===== src/rtl/ps2hl_pkg.sv =====
// ----------------------------------------------------------------------------
// ps2hl_pkg
// Types and constants shared by the PS/2 host link core and its step logic.
// ----------------------------------------------------------------------------
package ps2hl_pkg;

	typedef enum logic [1:0] {
		KIND_FALL = 2'd0,
		KIND_RISE = 2'd1,
		KIND_SEND = 2'd2,
		KIND_TICK = 2'd3
	} kind_t;

	localparam logic [3:0]        FRAME_EDGES     = 4'd11;
	localparam logic [3:0]        RX_SHIFT_LOW    = 4'd2;
	localparam logic signed [4:0] TX_PHASE_START  = 5'sd10;
	localparam logic signed [4:0] TX_PHASE_PARITY = 5'sd2;
	localparam logic signed [4:0] TX_PHASE_STOP   = 5'sd1;
	localparam logic signed [4:0] TX_PHASE_ACK    = 5'sd0;
	localparam logic signed [4:0] TX_PHASE_IDLE   = -5'sd1;
	localparam logic [15:0]       TIMEOUT_RESET   = 16'hffff;

	typedef struct packed {
		kind_t      kind;
		logic       data_line;
		logic [7:0] cmd_byte;
		logic       cmd_parity;
	} item_t;

	typedef struct packed {
		logic [7:0]        rx_shift;
		logic [3:0]        rx_bits_left;
		logic [7:0]        tx_shift;
		logic              tx_parity_bit;
		logic signed [4:0] tx_phase;
		logic              tx_active;
		logic [15:0]       idle_counter;
		logic              data_level;
	} state_t;

	typedef struct packed {
		logic [7:0] rx_byte;
		logic       rx_valid;
		logic       data_release;
		logic       request_to_send;
		logic       abort_pulse;
		logic       tx_busy;
		logic       tx_acked;
	} result_t;

endpackage


===== src/rtl/ps2hl_step.sv =====
// ----------------------------------------------------------------------------
// ps2hl_step
// Next-state and result logic for one link event: receive framing, transmit
// sequencing and idle timeout.
// ----------------------------------------------------------------------------
module ps2hl_step (
	input  ps2hl_pkg::item_t   item,
	input  ps2hl_pkg::state_t  st,
	input  logic [15:0]        idle_timeout,
	output ps2hl_pkg::state_t  nx,
	output ps2hl_pkg::result_t res
);
	import ps2hl_pkg::*;

	always_comb begin
		nx = st;
		res = '0;
		if (item.kind == KIND_FALL || item.kind == KIND_RISE) begin
			nx.idle_counter = idle_timeout;
		end
		unique case (item.kind)
			KIND_FALL: begin
				if (st.tx_active) begin
					priority if (st.tx_phase > TX_PHASE_PARITY) begin
						nx.data_level = st.tx_shift[0];
						nx.tx_shift = {1'b0, st.tx_shift[7:1]};
						nx.tx_phase = st.tx_phase - 5'sd1;
					end else if (st.tx_phase == TX_PHASE_PARITY) begin
						nx.data_level = st.tx_parity_bit;
						nx.tx_phase = st.tx_phase - 5'sd1;
					end else if (st.tx_phase == TX_PHASE_STOP) begin
						nx.data_level = 1'b1;
						nx.tx_phase = st.tx_phase - 5'sd1;
					end else if (st.tx_phase == TX_PHASE_ACK) begin
						if (!item.data_line) begin
							nx.tx_active = 1'b0;
							nx.rx_bits_left = FRAME_EDGES;
							nx.tx_phase = TX_PHASE_IDLE;
							res.tx_acked = 1'b1;
						end
					end else begin
						nx.tx_phase = st.tx_phase;
					end
				end else begin
					if (st.rx_bits_left < FRAME_EDGES && st.rx_bits_left > RX_SHIFT_LOW) begin
						nx.rx_shift = {item.data_line, st.rx_shift[7:1]};
					end
					nx.rx_bits_left = st.rx_bits_left - 4'd1;
				end
			end
			KIND_RISE: begin
				if (!st.tx_active && st.rx_bits_left == 4'd0) begin
					res.rx_valid = 1'b1;
					res.rx_byte = st.rx_shift;
					nx.rx_bits_left = FRAME_EDGES;
					if (st.tx_phase > TX_PHASE_ACK) begin
						nx.data_level = 1'b0;
						nx.tx_active = 1'b1;
						res.request_to_send = 1'b1;
					end
				end
			end
			KIND_SEND: begin
				nx.tx_shift = item.cmd_byte;
				nx.tx_parity_bit = item.cmd_parity;
				nx.tx_phase = TX_PHASE_START;
				nx.data_level = 1'b0;
				nx.tx_active = 1'b1;
				res.request_to_send = 1'b1;
			end
			KIND_TICK: begin
				if (st.idle_counter <= 16'd1) begin
					if (st.tx_active) begin
						res.abort_pulse = 1'b1;
						nx.tx_active = 1'b0;
						nx.data_level = 1'b1;
					end
					nx.tx_phase = TX_PHASE_IDLE;
					nx.rx_bits_left = FRAME_EDGES;
					nx.idle_counter = idle_timeout;
				end else begin
					nx.idle_counter = st.idle_counter - 16'd1;
				end
			end
			default: begin
				nx = st;
			end
		endcase
		res.data_release = nx.data_level;
		res.tx_busy = nx.tx_active;
	end

endmodule


===== src/rtl/ps2hl_core_top.sv =====
// ----------------------------------------------------------------------------
// ps2_host_link_core
// Host side of a PS/2 keyboard link driven by clock-edge, send and tick
// events, one result beat per event.
// ----------------------------------------------------------------------------
// Every event beat yields exactly one result beat. An event is held in an
// input register, then the link state and the result register are updated
// from it, so the core takes one event per clock while the result side is
// not stalled; the single state update loop through the step logic allows no
// more than one event per clock. A stalled result beat holds the input
// register, so at most two events are in flight.
module ps2_host_link_core (
	input  logic        clk,
	input  logic        arst_n,
	input  logic        cfg_we,
	input  logic [15:0] cfg_wdata,     // idle_timeout_ticks
	input  logic        s_tvalid,
	output logic        s_tready,
	input  logic [15:0] s_tdata,       // data_line, cmd_byte[8:1], cmd_parity, zero pad
	input  logic [1:0]  s_tuser,       // kind
	output logic        m_tvalid,
	input  logic        m_tready,
	output logic [15:0] m_tdata        // rx_byte[7:0], rx_valid, data_release,
	                                   // request_to_send, abort_pulse, tx_busy,
	                                   // tx_acked, zero pad
);
	import ps2hl_pkg::*;

	logic        valid_s1;
	item_t       item_s1;
	state_t      state_q;
	state_t      state_nx;
	result_t     res_nx;
	result_t     res_s2;
	logic        valid_s2;
	logic [15:0] idle_timeout_q;
	logic        advance;

	assign advance  = valid_s1 && (!valid_s2 || m_tready);
	assign s_tready = !valid_s1 || advance;

	always_ff @(posedge clk or negedge arst_n) begin
		if (!arst_n) begin
			idle_timeout_q <= TIMEOUT_RESET;
		end else if (cfg_we) begin
			idle_timeout_q <= cfg_wdata;
		end
	end

	always_ff @(posedge clk or negedge arst_n) begin
		if (!arst_n) begin
			valid_s1 <= 1'b0;
		end else if (s_tready) begin
			valid_s1 <= s_tvalid;
		end
	end

	always_ff @(posedge clk) begin
		if (s_tready && s_tvalid) begin
			item_s1.kind       <= kind_t'(s_tuser);
			item_s1.data_line  <= s_tdata[0];
			item_s1.cmd_byte   <= s_tdata[8:1];
			item_s1.cmd_parity <= s_tdata[9];
		end
	end

	ps2hl_step u_step (
		.item         (item_s1),
		.st           (state_q),
		.idle_timeout (idle_timeout_q),
		.nx           (state_nx),
		.res          (res_nx)
	);

	always_ff @(posedge clk or negedge arst_n) begin
		if (!arst_n) begin
			state_q.rx_shift      <= 8'd0;
			state_q.rx_bits_left  <= FRAME_EDGES;
			state_q.tx_shift      <= 8'd0;
			state_q.tx_parity_bit <= 1'b0;
			state_q.tx_phase      <= TX_PHASE_IDLE;
			state_q.tx_active     <= 1'b0;
			state_q.idle_counter  <= TIMEOUT_RESET;
			state_q.data_level    <= 1'b1;
		end else if (advance) begin
			state_q <= state_nx;
		end
	end

	always_ff @(posedge clk or negedge arst_n) begin
		if (!arst_n) begin
			valid_s2 <= 1'b0;
		end else if (advance) begin
			valid_s2 <= 1'b1;
		end else if (m_tready) begin
			valid_s2 <= 1'b0;
		end
	end

	always_ff @(posedge clk) begin
		if (advance) begin
			res_s2 <= res_nx;
		end
	end

	assign m_tvalid = valid_s2;
	assign m_tdata  = {2'b00, res_s2.tx_acked, res_s2.tx_busy, res_s2.abort_pulse,
	                   res_s2.request_to_send, res_s2.data_release, res_s2.rx_valid,
	                   res_s2.rx_byte};

	// transmit phase stays within idle .. start
	a_phase_range: assert property (@(posedge clk) disable iff (!arst_n)
		(state_q.tx_phase >= TX_PHASE_IDLE) && (state_q.tx_phase <= TX_PHASE_START))
		else $error("tx phase out of range");

	// an abort ends the transmit and releases the data line
	a_abort_release: assert property (@(posedge clk) disable iff (!arst_n)
		(m_tvalid && res_s2.abort_pulse) |-> (!res_s2.tx_busy && res_s2.data_release))
		else $error("abort beat without release");

	// a request to send starts a transmit with the start bit driven low
	a_rts_start: assert property (@(posedge clk) disable iff (!arst_n)
		(m_tvalid && res_s2.request_to_send) |-> (res_s2.tx_busy && !res_s2.data_release))
		else $error("request to send without active transmit");

	// an acknowledge closes the transmit
	a_ack_ends: assert property (@(posedge clk) disable iff (!arst_n)
		(m_tvalid && res_s2.tx_acked) |-> !res_s2.tx_busy)
		else $error("acknowledge with transmit still busy");

	// state only moves when an event is processed
	a_state_hold: assert property (@(posedge clk) disable iff (!arst_n)
		!advance |=> $stable(state_q))
		else $error("link state changed without an event");

endmodule

===== config.mk =====
export PLATFORM = sky130hd
export DESIGN_NAME = ps2_host_link_core
export DESIGN_NICKNAME = d
export VERILOG_FILES = /design/src/rtl/ps2hl_pkg.sv /design/src/rtl/ps2hl_step.sv /design/src/rtl/ps2hl_core_top.sv
export SDC_FILE = /design/constraint.sdc
export NUM_CORES = 1
export LEC_CHECK = 0
export BUFFER_PORTS_ARGS = -buffer_cell sky130_fd_sc_hd__buf_2
export CAP_MARGIN = 20
export CORE_MARGIN = 4
export CORE_UTILIZATION = 60
export CTS_BUF_LIST = sky130_fd_sc_hd__clkbuf_4
export DETAILED_ROUTE_END_ITERATION = 8
export PLACE_DENSITY = 0.82
export SYNTH_ARGS = -nofsm -noshare
export SYNTH_HDL_FRONTEND = slang
export SYNTH_SLANG_ARGS = --single-unit

===== constraint.sdc =====
create_clock -name clk -period 4.2 [get_ports clk]
set_input_delay 0.21 -clock clk [delete_from_list [all_inputs] [get_ports clk]]
set_output_delay 0.21 -clock clk [all_outputs]
set_load 0.01 [all_outputs]

---- Yosys cells after proc, flatten, opt, wreduce, memory -nomap -nowiden ----
Cells that the tools add are included.
storage, ports and cells
  flip-flop bits (word level) ............. 88
cells by class
  add/subtract/negate cells ............... 3
  muxes and demuxes ....................... 47
  bitwise operators ....................... 3
  equal/unequal tests ..................... 16
  order comparisons ....................... 5
  reduce and logical (&&, ||, !) cells .... 27
operators with widths
  kind                     number
  $mux W16                 3
  $mux W4                  8
  $mux W1                  21
  $mux W5                  4
  $mux W6                  3
  $le A16 B1 Y1 const B    1
  $mux W8                  2
  $pmux W8 S2              1
  $sub A16 B1 Y16 const B  1
  $ne A3 B3 Y1 const B     5
  $pmux W5 S3              1
  $pmux W4 S3              1
  $ne A5 B5 Y1 const B     2
  $reduce_and A9 Y1        1
  $pmux W1 S4              2
  $reduce_and A2 Y1        4
  $reduce_and A4 Y1        2
  $ne A2 B2 Y1 const B     3
  $reduce_and A6 Y1        1
  $reduce_bool A2 Y1       3
  $reduce_bool A3 Y1       2
  $reduce_or A6 Y1         1
  $eq A5 B2 Y1 const B     1
  $eq A5 B3 Y1 const B     1
  other kinds (17)         27

---- Depth between registers and ports, before layout ----
  depth in word-level cells ............... 7
  mapped depth ............................ 9

---- By module ----
A second synthesis with hierarchy kept.
second synthesis, totals
  cell total of the unflattened synthesis .. 474
  area total of the unflattened synthesis .. 5397.7 sq um
modules (own cells, without submodules)
  module              area an instance (sq um)  cells an instance  instances
  ps2_host_link_core  3337.0                    164                1
  ps2hl_step          2060.7                    310                1

---- Worst setup path before layout ----
No wires, ideal clock.
  path type ............................... register -> register
  from .................................... register state_q[32] in the netlist's numbering
  to ...................................... register state_q[32] in the netlist's numbering
  path buffers ............................ 0
  cell stages (with the launch flop) ...... 8
  path slack .............................. 1.834 ns
  period minus slack after synthesis ...... 2.366 ns
  setup time .............................. 0.082 ns
  arrival ................................. 2.284 ns
  cells stage by stage .................... dfstp_2 > inv_1 > ha_1 > or3b_2 > or3b_2 > a211o_1 > nor2_2 > mux2_2
between the ends
  longest elaborated chain between the ends .. 4
RTL lines
  element                                                line                  RTL
  start, declared                                        ps2hl_core_top.sv:31  state_t state_q;
  start signal, assigned                                 ps2hl_core_top.sv:86  state_q <= state_nx;
  branches (longest 4 deep; another with $sub A4 B1 Y4)  n/a
Parallel ways; which one is timed is not known.
A chain may end at the register's enable or synchronous reset.

==> impl_table.tex <==
\begin{tabular}{lr}
\hline
Metric & Value \\
\hline
\multicolumn{2}{l}{\textbf{Cells and area}} \\
\quad Number of inserted diodes & 0 \\
\quad Fin nets & 512 \\
\quad Final instance area & 0.00513 sq mm \\
\quad Share of post-route cells with drive strength above 1 & 0.310 \\
\quad Number of fill cells & 477 \\
\quad Utilization after layout & 0.739 \\
\quad Synth-to-layout area growth & 16.7\% \\
\multicolumn{2}{l}{\textbf{Hold path}} \\
\quad Class of the tightest hold or removal check & in2reg \\
\quad Startpoint of the lowest-slack hold path & m\_tready \\
\quad WHS Endpoint & valid\_s1\$\_DFFE\_PN0N\_ \\
\quad Depth of the worst hold-timing path & 3 \\
\multicolumn{2}{l}{\textbf{Floorplan}} \\
\quad Die outline height & 93.6 um \\
\quad I/O pin count & 57 \\
\quad Placeable core region & 0.00694 sq mm \\
\quad Rows & 30 \\
\quad Width of the chip & 93.6 um \\
\quad Effective utilization at floorplan & 0.633 \\
\quad Die outline area & 0.00876 sq mm \\
\multicolumn{2}{l}{\textbf{Synthesis}} \\
\quad Synth cell count leaders & 41 x dfstp\_2, 33 x nand2\_1, 27 x mux2\_2, 26 x edfxtp\_1, 22 x o21ai\_0 \\
\quad Summed instance area of the synthesized netlist & 0.00440 sq mm \\
\quad Synth top area cells & dfstp\_2 25\%, edfxtp\_1 18\%, dfrtp\_1 12\% \\
\quad Most common cell in the synthesized netlist & dfstp\_2 \\
\quad Number of enable flip-flop cells after synthesis & 26 \\
\quad Total number of yosys warnings & 0 \\
\quad Distinct cells, synth & 57 \\
\quad Mean area per synthesized cell & 11.4 sq um \\
\quad Top flip-flop cell by instance count after synthesis & dfstp\_2 \\
\quad Total of flip-flops plus latches after synthesis & 88 \\
\quad Ys async rst share & 0.705 \\
\quad Sequential-to-total area share from yosys stat & 0.542 \\
\quad Yosys top cell area share & 0.245 \\
\quad Largest area contributor in the netlist & dfstp\_2 \\
\quad Gate Count Post-Synth & 385 \\
\multicolumn{2}{l}{\textbf{Clock network}} \\
\quad CTS root buffer & clkbuf\_4 \\
\quad Clock latency reported for the late side of the worst-skew pair & 0.44 ns \\
\quad CTS tree & yes \\
\quad CTS H-tree depth & 3 \\
\quad Number of buffers inserted during clock tree synthesis & 9 \\
\quad Max clock buf depth & 2 \\
\quad Count of clock tree sinks & 88 \\
\quad Total of cells resized after clock tree synthesis & 0 \\
\quad Clock-pin transition on the worst setup and hold timing paths & 0.14 ns \\
\multicolumn{2}{l}{\textbf{Timing}} \\
\quad Tightest Pin Transition & 1.12 ns \\
\quad Min cycle time layout & 2.85 ns \\
\quad Final TNS setup & 0 ns \\
\quad Max Freq & 0.351 GHz \\
\quad Worst clock skew & 0.0155 ns \\
\quad Hold violation count in the final report & 0 \\
\quad Worst slew margin relative to its limit & 0.250 \\
\quad Tcrit/Tclk final & 0.678 \\
\quad Setup repair after global routing missed its margin & no \\
\quad Final Max Tran Viols & 0 \\
\quad Total of endpoints with negative setup slack in the final report & 0 \\
\multicolumn{2}{l}{\textbf{Setup path}} \\
\quad Worst r2r dst & m\_tdata[12]\$\_DFFE\_PP\_ \\
\quad Worst-case register-to-register setup slack & 1.35 ns \\
\quad Most frequent cell on the critical path & or4\_4 \\
\quad Maximum cell stage delay along the critical path & 0.61 ns \\
\quad Startpoint-to-endpoint class of the critical path & reg2reg \\
\quad Worst Path Max Fanout & 27 \\
\quad Highest-delay cell along the critical path & o21a\_1 \\
\quad Depth of the worst register-to-register path & 5 \\
\quad Required time at the worst-slack endpoint & 4.38 ns \\
\quad Cells along the critical path & or4\_4 -> or4\_4 -> o21a\_1 -> o311ai\_2 -> o21ai\_0 \\
\quad Worst setup EP type & flip-flop \\
\quad Launch instance of the worst register-to-register path & state\_q[12]\$\_DFFE\_PN1P\_ \\
\quad Startpoint kind of the worst setup timing path & flip-flop \\
\quad CP arrival & 3.03 ns \\
\multicolumn{2}{l}{\textbf{GRT}} \\
\quad Number of antenna violations at the first check in global routing & 0 \\
\quad Pin count of the biggest net entering global routing & 63 \\
\quad Tot GR Track Use & 0.216 \\
\quad Via count of the first global-routing pass & 3135 \\
\quad Residual overflow from global routing & 0 \\
\quad Global-route wire length before repair & 14900 um \\
\multicolumn{2}{l}{\textbf{Route}} \\
\quad Remaining DRCs & 0 \\
\quad Violation count after the first detailed-route iteration & 337 \\
\quad Total wire length & 8730 um \\
\quad WL per Instance & 15.6 um \\
\quad Post-DRT Antenna Nets & 0 \\
\quad Iteration count of the initial detailed-routing pass & 7 \\
\quad Count of vias placed by the detailed router & 3262 \\
\quad Ratio of routed vias to standard cells & 5.81 \\
\multicolumn{2}{l}{\textbf{Pwr}} \\
\quad Standby leakage power & 0.00210 uW \\
\quad Power per cell area & 456 mW/mm\^{}2 \\
\quad Maximum resistive drop on vdd & 0.265 mV \\
\multicolumn{2}{l}{\textbf{Placement}} \\
\quad Half-perimeter wire length after detailed placement & 5520 um \\
\quad Quantity of I/O buffers inserted on ports & 48 \\
\quad Final weighted congestion in routability-driven placement & 0.845 \\
\quad Area after DPL & 0.00469 sq mm \\
\multicolumn{2}{l}{\textbf{Job}} \\
\quad Max-cap violations & 0 \\
\multicolumn{2}{l}{\textbf{Run status}} \\
\quad Run status & completed \\
\hline
\end{tabular}
## flip-flops by register name (all words and copies together), names as in the netlist
| name | flops |
|---|---|
| idle_timeout_q | 16 |
| item_s1 | 12 |
| m_tdata | 14 |
| m_tvalid | 1 |
| state_q | 44 |
| valid_s1 | 1 |
## report_power, final
group	internal, uW	switching (uW)
registers	1130	163
clock network	188	300
logic	268	290
## cell usage in the layout (no fill, tap or decap), drive strengths merged, types with 3 or more instances in the layout
cell type,instances
o311ai,3
o21ai,23
dfstp,41
nor3,8
ha,13
and2,10
nand3,15
edfxtp,26
nor4,3
a2bb2oi,13
o211ai,5
inv,18
o21bai,3
nand3b,6
and3,4
or3b,3
dfrtp,21
buf,50
mux2,27
mux2i,14
nor2,15
nand2,33
nand2b,7
or3,3
nand4,6
a211oi,3
dlygate4sd3,30
a21oi,20
clkbuf,9
## worst max-delay path by stage
stage / from / end / slack (ns) / cells after the start
finish: state_q[12]$_DFFE_PN1P_ / m_tdata[12]$_DFFE_PP_ / 1.35 / 5
floorplan: state_q[32]$_DFFE_PN1P_ / state_q[32]$_DFFE_PN1P_ / 1.83 / 7
detailed placement: state_q[12]$_DFFE_PN1P_ / m_tdata[12]$_DFFE_PP_ / 1.40 / 5
global route: state_q[3]$_DFFE_PN1P_ / m_tdata[12]$_DFFE_PP_ / 1.25 / 5
global placement: state_q[12]$_DFFE_PN1P_ / m_tdata[12]$_DFFE_PP_ / 1.45 / 5
CTS: state_q[12]$_DFFE_PN1P_ / m_tdata[12]$_DFFE_PP_ / 1.35 / 5
## cells by family after synthesis
family | share of synthesized area
fa+ha+maj | 0.0370
flops | 0.542
buf+inv | 0.0322
xor+xnor | 0.00199
mux | 0.101
other cells | 0.000853
compound gates | 0.137
simple gates | 0.148
## what timing repair did
item                                    CTS  global route
hold endpoints to repair                 50             0
buffers inserted                          0             0
hold buffers                             30             0
endpoints found under the setup margin    0             0
## worst max-delay path, delay by kind of cell (launching register included)
family | cells | cell delay (ns)
DFF | 1 | 0.40
and+or+nand+nor | 2 | 1.01
AOI/OAI and AO/OA | 3 | 1.18
## per-stage QoR
| step | std cells | setup WS, ns | total power [uW] | hold WS, ns |
|---|---|---|---|---|
| after floorplan | 386 | 1.83 | 1680 | -0.0856 |
| after global placement | 515 | 1.45 | 1800 | 0.386 |
| after detailed placement | 515 | 1.40 | 1840 | 0.388 |
| final | 561 | 1.35 | 2340 | 0.0703 |
| after global routing | 561 | 1.25 | 2500 | 0.0956 |
| after CTS | 561 | 1.35 | 2350 | 0.0411 |
## layer usage
| layer | vias up | global-route usage | wire (um) |
|---|---|---|---|
| li1 | 1567 | - | - |
| met1 | 1567 | 0.293 | 3830 |
| met2 | 114 | 0.344 | 4250 |
| met3 | 14 | 0.0386 | 481 |
| met4 | 0 | 0.0878 | 171 |
| met5 | - | 0 | 0 |
## layout make-up
| class | count | area (sq um) | area share |
|---|---|---|---|
| multi-input cells | 267 | 1880 | 0.366 |
| well taps | 96 | 120 | 0.0234 |
| flip-flops and latches | 88 | 2380 | 0.465 |
| repair buffers | 80 | 556 | 0.108 |
| clock inverters | 7 | 76.3 | 0.0149 |
| inverters | 14 | 52.6 | 0.0102 |
| clock buffers | 9 | 67.6 | 0.0132 |
Note: power is estimated with default switching activity, not from simulation.
